[config.mk]
export PLATFORM = sky130hd
export DESIGN_NAME = rptg_cfg_regs
export DESIGN_NICKNAME = d
export VERILOG_FILES = /design/src/rtl/core/rptg_pkg.sv /design/src/rtl/core/rptg_cfg_regs.sv
export SDC_FILE = /design/constraint.sdc
export NUM_CORES = 1
export LEC_CHECK = 0
export BUFFER_PORTS_ARGS = -buffer_cell sky130_fd_sc_hd__buf_2
export CAP_MARGIN = 20
export CELL_PAD_IN_SITES_DETAIL_PLACEMENT = 0
export CELL_PAD_IN_SITES_GLOBAL_PLACEMENT = 1
export CORE_MARGIN = 4
export CORE_UTILIZATION = 36
export CTS_BUF_LIST = sky130_fd_sc_hd__clkbuf_16
export DETAILED_ROUTE_END_ITERATION = 6
export PLACE_DENSITY_LB_ADDON = 0.1
export SYNTH_ARGS = -nofsm -noshare
export SYNTH_HDL_FRONTEND = slang
export SYNTH_SLANG_ARGS = --single-unit
[constraint.sdc]
create_clock -name clk -period 1.13 [get_ports clk]
set_input_delay 0.0565 -clock clk [delete_from_list [all_inputs] [get_ports clk]]
set_output_delay 0.0565 -clock clk [all_outputs]
set_load 0.05 [all_outputs]
[src/rtl/core/rptg_pkg.sv]
// Shared types, constants and helper functions for the pulse train generator.
package rptg_pkg;

  localparam int TIMER_BITS = 24;
  localparam int WIDTH_BITS = 16;
  localparam int GAP_BITS = 16;
  localparam int PERIOD_BITS = 24;
  localparam int COUNT_BITS = 8;
  localparam int MULT_BITS = 8;
  localparam int PROD_BITS = WIDTH_BITS + MULT_BITS;
  localparam int LIMIT_BITS = (PROD_BITS > PERIOD_BITS) ? PROD_BITS : PERIOD_BITS;
  localparam int CMP_BITS = (TIMER_BITS > LIMIT_BITS) ? TIMER_BITS : LIMIT_BITS;
  localparam int CFG_IDX_BITS = 3;
  localparam int CFG_DATA_BITS = 24;

  typedef logic [TIMER_BITS-1:0] timer_t;
  localparam timer_t TIMER_MAX = {TIMER_BITS{1'b1}};

  typedef enum logic [2:0] {
    PH_STOP  = 3'd0,
    PH_START = 3'd1,
    PH_ON    = 3'd2,
    PH_OFF   = 3'd3,
    PH_IDLE  = 3'd4
  } phase_t;

  typedef enum logic [CFG_IDX_BITS-1:0] {
    REG_PULSE_WIDTH   = 3'd0,
    REG_PULSE_GAP     = 3'd1,
    REG_REPEAT_PERIOD = 3'd2,
    REG_ACTIVE_HIGH   = 3'd3
  } cfg_idx_t;

  typedef struct packed {
    logic [WIDTH_BITS-1:0]  pulse_width_ms;
    logic [GAP_BITS-1:0]    pulse_gap_ms;
    logic [PERIOD_BITS-1:0] repeat_period_ms;
    logic                   active_high;
  } rptg_cfg_t;

  typedef struct packed {
    logic                  action;
    logic [COUNT_BITS-1:0] pulse_count;
    logic [MULT_BITS-1:0]  width_multiplier;
    logic                  repeat_mode;
  } rptg_item_t;

  typedef struct packed {
    logic                  pin_level;
    logic [2:0]            phase;
    logic [COUNT_BITS-1:0] pulses_left;
  } rptg_result_t;

  localparam logic ACT_TICK = 1'b0;
  localparam logic ACT_CMD  = 1'b1;

  // True once the timer has reached the limit, limit clamped to timer range.
  function automatic logic reached(input timer_t elapsed, input logic [LIMIT_BITS-1:0] limit);
    logic [CMP_BITS-1:0] lim;
    logic [CMP_BITS-1:0] tmax;
    tmax = CMP_BITS'(TIMER_MAX);
    lim = CMP_BITS'(limit);
    if (lim > tmax) lim = tmax;
    return CMP_BITS'(elapsed) >= lim;
  endfunction

  function automatic timer_t sat_inc(input timer_t t);
    return (t == TIMER_MAX) ? t : t + TIMER_BITS'(1);
  endfunction

endpackage

[src/rtl/core/rptg_cfg_regs.sv]
// Configuration register bank with write decode.
module rptg_cfg_regs
  import rptg_pkg::*;
(
  input  logic                     clk,
  input  logic                     rst_n,
  input  logic                     wr_en,
  input  logic [CFG_IDX_BITS-1:0]  wr_index,
  input  logic [CFG_DATA_BITS-1:0] wr_data,
  output rptg_cfg_t                cfg
);

  rptg_cfg_t cfg_r;
  rptg_cfg_t cfg_nxt;

  always_comb begin
    cfg_nxt = cfg_r;
    if (wr_en) begin
      unique case (cfg_idx_t'(wr_index))
        REG_PULSE_WIDTH:   cfg_nxt.pulse_width_ms = wr_data[WIDTH_BITS-1:0];
        REG_PULSE_GAP:     cfg_nxt.pulse_gap_ms = wr_data[GAP_BITS-1:0];
        REG_REPEAT_PERIOD: cfg_nxt.repeat_period_ms = wr_data[PERIOD_BITS-1:0];
        REG_ACTIVE_HIGH:   cfg_nxt.active_high = wr_data[0];
        default:           cfg_nxt = cfg_r;  // drop writes beyond the bank
      endcase
    end
  end

  always_ff @(posedge clk) begin
    if (!rst_n) begin
      cfg_r.pulse_width_ms <= WIDTH_BITS'(100);
      cfg_r.pulse_gap_ms <= GAP_BITS'(100);
      cfg_r.repeat_period_ms <= PERIOD_BITS'(1000);
      cfg_r.active_high <= 1'b1;
    end else begin
      cfg_r <= cfg_nxt;
    end
  end

  assign cfg = cfg_r;

endmodule

==> flow_summary_export.csv <==
group,metric,value,unit
critical_path,cp-start-kind,"flop",
floorplanning,die-area,0.00767,sq mm
routing,wl_per_cell,13.0,um
timing,setup-tns-final,0,ps
timing,relSlewSlack,80.4,%
global_route,grt_pass1_vias,1743,
clock_network,clkSinkCount,57,
synthesis,synth_cells,224,
timing,rsz0062_at_grt,"no",
cells_and_area,fin_cells,402,
critical_path,critPathMaxStageDelay,350,ps
placed_design,dp_hpwl,3.74,mm
cells_and_area,antennaDiodeCount,0,
cells_and_area,multi_input_area,0.00103,sq mm
critical_path,cp_slowest_cell,"dfxtp_1",
synthesis,synthesis.nets,254,
routing,first_pass_iters,4,
placed_design,place_area,0.00281,sq mm
critical_path,timing.critical_path.cells,"buf_2",
critical_path,critPathTopFamily,"flip-flops",
global_route,antenna_found_initial,0,
placed_design,port_buffers,86,
routing,vias,1798,
cells_and_area,final_cell_area,0.00317,sq mm
critical_path,cp-end-kind,"output port",
clock_network,cts_hold_buf,8,
cells_and_area,nNetsFinal,352,
synthesis,ys_seq_area_share,50.1,%
critical_path,path_buf_inv,1,
floorplanning,die_y,87.6,um
synthesis,syn_avg_cell_area,10.2,sq um
floorplanning,fp-row-count,28,
cells_and_area,register_area,0.00114,sq mm
global_route,grt_pass1_wl,8.02,mm
power_and_ir_drop,p_leak,1.49,nW
clock_network,htreeDepth,3,
clock_network,post_cts_buffers,0,
status,status,"finished, final reports clean",
routing,drt-total-wl,5.21,mm
synthesis,synthDistinctLibCells,14,
placed_design,dp_worst_setup_slack,104,ps
critical_path,worst_ep_required_time,1070,ps
global_route,grt_use_total,13.8,%
floorplanning,io_pins,87,
synthesis,ys_warn_count,0,
run,drv_cap,0,
critical_path,r2r_setup_slack,500,ps
global_route,grt_max_degree,51,
power_and_ir_drop,vdd.ir_drop.worst,0.963,mV
timing,fin_skew,0,ps
timing,final.min_clock_period,1000,ps
critical_path,crit_fanout,2,
cells_and_area,final_util,52.7,%
floorplanning,die_w,87.6,um
placed_design,dp_cells,378,
synthesis,netlist_area,0.00228,sq mm
min_path,hp-class,"input port to flop",
clock_network,path_clk_slew,50,ps
global_route,gr-total-overflow,0,
cells_and_area,drive_above_1_share,34.3,%
clock_network,cts_resized,0,
cells_and_area,mostFrequentLayoutCells,"buf_2, nand2_1, mux2i_1, dfxtp_1, nor2b_1",
cells_and_area,final_common_cell,"buf_2",
timing,finalMaxSlewViolations,0,
power_and_ir_drop,p_per_area,1620,mW/mm^2
timing,hold_violations,0,
critical_path,worstPathArrival,940,ps
timing,setup_viol,0,
clock_network,worstSkewPairLatency,310,ps
timing,worst_pin_slew,293,ps
clock_network,cts_tree,"built",
floorplanning,initial_utilization,37.8,%
placed_design,place_congestion,0.668,
clock_network,cts_root_buf,"clkbuf_16",
routing,drc_errors,0,
timing,timing.fmax,999,MHz
timing,period_share,88.6,%
floorplanning,core,0.00603,sq mm
cells_and_area,area_growth,39.3,%
clock_network,cts_buffers,9,
cells_and_area,largest_register_ff_count,57,
routing,antenna_left,0,
clock_network,clockBufferDepth,2,
timing,setup_slack,129,ps
synthesis,synth_seq_cells,57,
cells_and_area,fill_cells,594,
routing,viasPerCell,4.47,
routing,first_iter_violations,35,
critical_path,crit_type,"flop to output port",
[path summary, 6_finish.rpt]
check | startpoint | to | depth (start not counted)
min reg2reg | cfg[17] | cfg[17] | 2
max reg2reg | cfg[30] | cfg[30] | 2
min | wr_data[2] | cfg[3] | 3
max | cfg[46] | cfg[46] | 1
[report_power, final]
group	total (mW)	leakage [nW]	internal (mW)	switching (mW)
Combinational	0.495	0.887	0.178	0.317
Sequential	2.08	0.462	2.06	0.0214
Clock	2.56	0.142	1.68	0.885
Total	5.14	1.49	3.91	1.22
[cells by family after synthesis]
kind of cell	synth area share, %
DFF	50.1
muxes	25.0
and+or+nand+nor	19.8
buffers and inverters	5.11
[cell type report]
type / instances / area share [%]
Multi-Input combinational cell: 150 / 32.4
Clock buffer: 9 / 7.10
Sequential cell: 57 / 35.9
Tap cell: 75 / 2.96
Clock inverter: 7 / 1.93
Timing Repair Buffer: 104 / 19.6
[metrics by stage]
| step | hold slack [ps] | total power [mW] |
|---|---|---|
| floorplan | 199 | 2.45 |
| global placement | 310 | 2.60 |
| global route | 8.71 | 5.32 |
| finish | 12.6 | 5.14 |
| detailed placement | 315 | 2.60 |
| CTS | 0.124 | 5.21 |
[synthesized netlist by cell type]
library cell  count  area, sq um
buf_2             5         25.0
nand4b_1          1         8.76
mux2i_1          57          571
clkbuf_1          7         26.3
buf_4             1         7.51
buf_6             2         22.5
buf_8             1         15.0
nor4b_2           1         15.0
dfxtp_1          57         1140
nor2b_1          21          131
buf_12            1         20.0
nand2_1          66          248
nand4bb_1         2         22.5
and4bb_1          2         25.0
[metal layers]
metal	vias to the layer above	track usage, %	part of all wire [%]
met1	801	16.1	45
li1	935	-	-
met2	54	21.6	45
met3	8	7.24	8.6
met5	-	0	0
met4	0	4.60	1.2
No activity file was read; power rests on OpenSTA's default activity.
