**config.mk**
```make
export PLATFORM = sky130hd
export DESIGN_NAME = rptg_step
export DESIGN_NICKNAME = d
export VERILOG_FILES = /design/src/rtl/core/rptg_pkg.sv /design/src/rtl/core/rptg_step.sv
export SDC_FILE = /design/constraint.sdc
export NUM_CORES = 1
export LEC_CHECK = 0
export BUFFER_PORTS_ARGS = -buffer_cell sky130_fd_sc_hd__buf_2
export CORE_MARGIN = 4
export CORE_UTILIZATION = 35
export CTS_CLUSTER_DIAMETER = 40
export DETAILED_ROUTE_END_ITERATION = 8
export PLACE_DENSITY = 0.54
export SYNTH_ARGS = -nofsm -noshare
export SYNTH_HDL_FRONTEND = slang
export SYNTH_SLANG_ARGS = --single-unit
```
**constraint.sdc**
```tcl
create_clock -name clk -period 11.6 [get_ports clk]
set_clock_uncertainty 0.2 [all_clocks]
set_input_delay 1.74 -clock clk [delete_from_list [all_inputs] [get_ports clk]]
set_output_delay 1.74 -clock clk [all_outputs]
set_load 0.05 [all_outputs]
```
**src/rtl/core/rptg_pkg.sv**
```systemverilog
// Shared types, constants and helper functions for the pulse train generator.
package rptg_pkg;

  localparam int TIMER_BITS = 24;
  localparam int WIDTH_BITS = 16;
  localparam int GAP_BITS = 16;
  localparam int PERIOD_BITS = 24;
  localparam int COUNT_BITS = 8;
  localparam int MULT_BITS = 8;
  localparam int PROD_BITS = WIDTH_BITS + MULT_BITS;
  localparam int LIMIT_BITS = (PROD_BITS > PERIOD_BITS) ? PROD_BITS : PERIOD_BITS;
  localparam int CMP_BITS = (TIMER_BITS > LIMIT_BITS) ? TIMER_BITS : LIMIT_BITS;
  localparam int CFG_IDX_BITS = 3;
  localparam int CFG_DATA_BITS = 24;

  typedef logic [TIMER_BITS-1:0] timer_t;
  localparam timer_t TIMER_MAX = {TIMER_BITS{1'b1}};

  typedef enum logic [2:0] {
    PH_STOP  = 3'd0,
    PH_START = 3'd1,
    PH_ON    = 3'd2,
    PH_OFF   = 3'd3,
    PH_IDLE  = 3'd4
  } phase_t;

  typedef enum logic [CFG_IDX_BITS-1:0] {
    REG_PULSE_WIDTH   = 3'd0,
    REG_PULSE_GAP     = 3'd1,
    REG_REPEAT_PERIOD = 3'd2,
    REG_ACTIVE_HIGH   = 3'd3
  } cfg_idx_t;

  typedef struct packed {
    logic [WIDTH_BITS-1:0]  pulse_width_ms;
    logic [GAP_BITS-1:0]    pulse_gap_ms;
    logic [PERIOD_BITS-1:0] repeat_period_ms;
    logic                   active_high;
  } rptg_cfg_t;

  typedef struct packed {
    logic                  action;
    logic [COUNT_BITS-1:0] pulse_count;
    logic [MULT_BITS-1:0]  width_multiplier;
    logic                  repeat_mode;
  } rptg_item_t;

  typedef struct packed {
    logic                  pin_level;
    logic [2:0]            phase;
    logic [COUNT_BITS-1:0] pulses_left;
  } rptg_result_t;

  localparam logic ACT_TICK = 1'b0;
  localparam logic ACT_CMD  = 1'b1;

  // True once the timer has reached the limit, limit clamped to timer range.
  function automatic logic reached(input timer_t elapsed, input logic [LIMIT_BITS-1:0] limit);
    logic [CMP_BITS-1:0] lim;
    logic [CMP_BITS-1:0] tmax;
    tmax = CMP_BITS'(TIMER_MAX);
    lim = CMP_BITS'(limit);
    if (lim > tmax) lim = tmax;
    return CMP_BITS'(elapsed) >= lim;
  endfunction

  function automatic timer_t sat_inc(input timer_t t);
    return (t == TIMER_MAX) ? t : t + TIMER_BITS'(1);
  endfunction

endpackage

```
**src/rtl/core/rptg_step.sv**
```systemverilog
// Burst state registers and the per-transaction phase step.
module rptg_step
  import rptg_pkg::*;
(
  input  logic         clk,
  input  logic         rst_n,
  input  logic         step_en,
  input  rptg_item_t   item,
  input  rptg_cfg_t    cfg,
  output rptg_result_t result_nxt
);

  phase_t                phase_r, phase_nxt;
  logic [COUNT_BITS-1:0] burst_r, burst_nxt;
  logic [COUNT_BITS-1:0] cd_r, cd_nxt;
  logic [MULT_BITS-1:0]  mult_r, mult_nxt;
  logic                  rep_r, rep_nxt;
  timer_t                pe_r, pe_nxt;
  timer_t                be_r, be_nxt;
  logic                  pin_r, pin_nxt;

  logic [PROD_BITS-1:0]  on_lim;
  logic [PROD_BITS-1:0]  off_lim;
  logic                  on_lvl;
  logic                  off_lvl;
  timer_t                pe_inc;
  timer_t                be_inc;

  assign on_lim  = PROD_BITS'(cfg.pulse_width_ms) * PROD_BITS'(mult_r);
  assign off_lim = PROD_BITS'(cfg.pulse_gap_ms) * PROD_BITS'(mult_r);
  assign on_lvl  = cfg.active_high;
  assign off_lvl = ~cfg.active_high;
  assign pe_inc  = sat_inc(pe_r);
  assign be_inc  = sat_inc(be_r);

  always_comb begin
    phase_nxt = phase_r;
    burst_nxt = burst_r;
    cd_nxt    = cd_r;
    mult_nxt  = mult_r;
    rep_nxt   = rep_r;
    pe_nxt    = pe_r;
    be_nxt    = be_r;
    pin_nxt   = pin_r;
    if (step_en) begin
      if (item.action == ACT_CMD) begin
        if (item.pulse_count != '0) begin
          phase_nxt = PH_START;
          burst_nxt = item.pulse_count;
          mult_nxt  = (item.width_multiplier != '0) ? item.width_multiplier
                                                    : MULT_BITS'(1);
          rep_nxt   = item.repeat_mode;
        end else begin
          phase_nxt = PH_STOP;
          pin_nxt   = off_lvl;
        end
      end else begin
        pe_nxt = pe_inc;
        be_nxt = be_inc;
        unique case (phase_r)
          PH_START: begin
            phase_nxt = PH_ON;
            cd_nxt    = burst_r;
            pe_nxt    = '0;
            be_nxt    = '0;
            pin_nxt   = on_lvl;
          end
          PH_ON: begin
            if (reached(pe_inc, LIMIT_BITS'(on_lim))) begin
              if (cd_r != '0) cd_nxt = cd_r - COUNT_BITS'(1);
              phase_nxt = PH_OFF;
              pe_nxt    = '0;
              pin_nxt   = off_lvl;
            end
          end
          PH_OFF: begin
            if (reached(pe_inc, LIMIT_BITS'(off_lim))) begin
              if (cd_r != '0) begin
                phase_nxt = PH_ON;
                pe_nxt    = '0;
                pin_nxt   = on_lvl;
              end else if (rep_r) begin
                phase_nxt = PH_IDLE;
              end else begin
                phase_nxt = PH_STOP;
              end
            end
          end
          PH_IDLE: begin
            if (reached(be_inc, LIMIT_BITS'(cfg.repeat_period_ms))) begin
              phase_nxt = PH_ON;
              cd_nxt    = burst_r;
              pe_nxt    = '0;
              be_nxt    = '0;
              pin_nxt   = on_lvl;
            end
          end
          default: phase_nxt = phase_r;  // stopped: timers only
        endcase
      end
    end
  end

  always_ff @(posedge clk) begin
    if (!rst_n) begin
      phase_r <= PH_STOP;
      burst_r <= '0;
      cd_r    <= '0;
      mult_r  <= MULT_BITS'(1);
      rep_r   <= 1'b0;
      pe_r    <= '0;
      be_r    <= '0;
      pin_r   <= 1'b0;
    end else begin
      phase_r <= phase_nxt;
      burst_r <= burst_nxt;
      cd_r    <= cd_nxt;
      mult_r  <= mult_nxt;
      rep_r   <= rep_nxt;
      pe_r    <= pe_nxt;
      be_r    <= be_nxt;
      pin_r   <= pin_nxt;
    end
  end

  assign result_nxt.pin_level   = pin_nxt;
  assign result_nxt.phase       = phase_nxt;
  assign result_nxt.pulses_left = cd_nxt;

  a_stop_cmd: assert property (@(posedge clk) disable iff (!rst_n)
    step_en && item.action == ACT_CMD && item.pulse_count == '0
    |=> phase_r == PH_STOP)
    else $error("stop command did not stop the burst");

  a_start_to_on: assert property (@(posedge clk) disable iff (!rst_n)
    step_en && item.action == ACT_TICK && phase_r == PH_START
    |=> phase_r == PH_ON && pe_r == '0 && be_r == '0 && cd_r == $past(burst_r))
    else $error("start did not load the burst");

  a_timer_step: assert property (@(posedge clk) disable iff (!rst_n)
    step_en && item.action == ACT_TICK
    |=> pe_r == '0 || pe_r == TIMER_MAX || pe_r == $past(pe_r) + TIMER_BITS'(1))
    else $error("pulse timer stepped wrongly");

  a_hold: assert property (@(posedge clk) disable iff (!rst_n)
    !step_en |=> $stable(phase_r) && $stable(pe_r) && $stable(cd_r) && $stable(pin_r))
    else $error("state moved without a transaction");

  a_mult_nonzero: assert property (@(posedge clk) disable iff (!rst_n)
    mult_r != '0)
    else $error("multiplier register is zero");

endmodule

```
==> impl_metrics.tcl <==
set metrics [dict create \
    critPathCaptureType "output port" \
    drt_iter0_drc 696 \
    leakagePower_nw 7.72 \
    fillerInstances 4053 \
    synth_compound_area_share_pct 12.3 \
    synth_top_cell_area_share_pct 24.0 \
    crit_top_cell "fa_1" \
    htree_levels 3 \
    max_freq_ghz 0.0903 \
    r2r_setup_slack_ns 2.91 \
    grt_pass1_wl_um 59100 \
    fin_crit_ns 11.07 \
    power_frac_comb_pct 47.9 \
    synth_xor_area_share_pct 6.07 \
    clk_latency_ns 0.34 \
    synth_async_sr_flop_share_pct 0 \
    finalWirelength_um 35500 \
    grtUsageTotal_pct 16.3 \
    first_pass_iters 6 \
    critical_path_class "input port to output port" \
    post_drt_wl_per_cell_um 15.6 \
    busiest_layer "met2" \
    drive_above_1_share_pct 8.23 \
    cts_max_path_buffers 2 \
    finalHoldViolCount 0 \
    setup-violations-final 0 \
    p_per_area_nw_per_um2 73.6 \
    port_buffers 89 \
    final_common_cell "inv_1" \
    grt.overflow.total 0 \
    numClockSinks 77 \
    yosysSeqAreaShare_pct 11.0 \
    grt_use_met3_pct 1.73 \
    antenna_found_initial 0 \
    die_x_um 208 \
    synth.area.top_cells "fa_1 24%, ha_1 15%, dfxtp_1 11%" \
    drv_cap 0 \
    synth_edf_count 0 \
    io_pins 90 \
    synth_fp_nets 2093 \
    coreArea_um2 39100 \
    synth_cells 1684 \
    critPathRequiredTime_ns 9.66 \
    drc_errors 0 \
    drt-vias-per-instance 5.02 \
    slew_headroom_pct 22.1 \
    synth_area_um2 14000 \
    syn_to_final_growth_pct 9.60 \
    synth_cell_types 72 \
    use_met2_pct 26.4 \
    hold_path.class "flop to flop" \
    synth-simple-area-share_pct 23.2 \
    tightest_slew_ns 1.16 \
    grtUsageMet1_pct 24.2 \
    final_cell_mix "250 x inv_1, 227 x and2_1, 168 x fa_1" \
    rows 72 \
    place_congestion 0.828 \
    cts_hold_buffers 0 \
    setup_slack_ns 0.528 \
    synth_top_family_by_area "adder cells" \
    dpl.hpwl_um 28300 \
    internal-power_uw 681 \
    vdd.ir_drop.worst_uv 81.6 \
    grt_start_max_net_pins 54 \
    cp_max_fo 8 \
    fin_crit_sh_pct 95.4 \
    synth.area.mux_share_pct 0.385 \
    cts.clk_slew.worst_paths_ns 0.06 \
    pwr-share-seq_pct 24.8 \
    switchingPower_uw 448 \
    cpMaxStageDelayCell "a21oi_1" \
    slew_violations 0 \
    status "finished, final reports clean" \
    ant_nets 0 \
    synthAdderAreaFrac_pct 38.6 \
    fin_cells 2269 \
    cts_tree "yes" \
    cts-buffers-inserted 9 \
    arrival_ns 9.13 \
    synthFlopType "dfxtp_1" \
    cts-root-buf "clkbuf_16" \
    yosys_warnings 0 \
    synth_top_cell_by_area "fa_1" \
    critPathLaunchType "input port" \
    post-place-ws_ns 0.532 \
    grt_pass1_vias 11500 \
    vias 11400 \
    initial_core_util_pct 35.8 \
    synth_seq_cells 77 \
    switching_share_pct 39.7 \
    nets 2154 \
    avgSynthCellArea_um2 8.31 \
    die_height_um 208 \
    die_area_um2 43200 \
    p_clk_share_pct 27.3 \
    placedCellCount 2252 \
    cpPeakStageDelay_ns 0.56 \
]
==> area by class of cell <==
cell class / count / area (µm²) / share of cell area (%)
Clock inverter: 6 / 86.3 / 0.563
Antenna cell: 1 / 2.50 / 0.0163
Clock buffer: 10 / 239 / 1.56
Timing Repair Buffer: 107 / 593 / 3.87
Sequential cell: 77 / 1540 / 10.1
Inverter: 251 / 942 / 6.14
Multi-Input combinational cell: 1299 / 11300 / 73.6
Tap cell: 518 / 648 / 4.23
==> logic make-up after synthesis <==
| kind of cell | count (synthesis) |
|---|---|
| AO/OA/AOI/OAI | 262 |
| adder cells (fa/ha/maj) | 331 |
| multiplexers | 5 |
| flip-flops | 77 |
| AND/OR/NAND/NOR | 604 |
| buffers and inverters | 308 |
| XOR/XNOR | 97 |
==> worst paths after layout <==
path         startpoint              to  cells past startpoint
max             cfg[41]  result_nxt[11]                     30
min               rep_r           rep_r                      2
max reg2reg   mult_r[6]         pe_r[2]                     28
min reg2reg       rep_r           rep_r                      2
==> metrics by stage <==
step	total power [mW]	hold WS (ns)	TNS [ns]	area [µm²]	utilization, %
detailed placement	0.824	0.258	0	15000	38.4
global route	1.23	0.284	-0.0120	15300	39.2
CTS	1.14	0.266	0	15300	39.2
finish	1.13	0.268	0	15300	39.2
global placement	0.820	0.252	0	15000	38.4
floorplan	0.681	0.236	0	14000	-
==> power by group through the flow <==
stage / sequential (mW) / combinational [mW] / clock (mW)
finish: 0.280 / 0.540 / 0.308
global route: 0.281 / 0.625 / 0.329
CTS: 0.280 / 0.546 / 0.316
detailed placement: 0.286 / 0.538 / 0
global placement: 0.286 / 0.534 / 0
floorplan: 0.277 / 0.404 / 0
==> Yosys cell counts, types with 13 or more instances <==
cell and instances:
a21o_1 38, a21oi_1 91, and2_1 227, clkbuf_1 47, dfxtp_1 77, fa_1 168, ha_1 163, inv_1 250
nand2_1 137, nand3_1 39, nand4_1 23, nor2_1 82, nor2b_1 13, nor3_1 19, o21ai_0 42, xnor2_1 55
xor2_1 42
==> routing by layer <==
| layer | vias to the layer above | part of all wire, % |
|---|---|---|
| met1 | 5563 | 50 |
| li1 | 5615 | - |
| met3 | 22 | 2.9 |
| met4 | 0 | 0.80 |
| met5 | - | 0 |
| met2 | 190 | 46 |
==> critical path, delay by kind of cell <==
family                     cells  cell delay [ns]
AOI/OAI and AO/OA             14             3.11
xor gates and xnor gates       1             0.15
buffers and inverters          5             0.61
and+or+nand+nor                4             0.73
adders and majority gates      6             2.78
==> flip-flops by register name, summed over array words and instances (netlist names) <==
register,flops
cd_r,8
phase_r,3
burst_r,8
mult_r,8
be_r,24
pin_r,1
pe_r,24
rep_r,1
==> timing repair <==
action / in CTS / in global routing
resized for setup: 0 / 3
setup endpoints to repair: 0 / 2
setup buffers: 0 / 0
(Power assumes the default switching activity.)
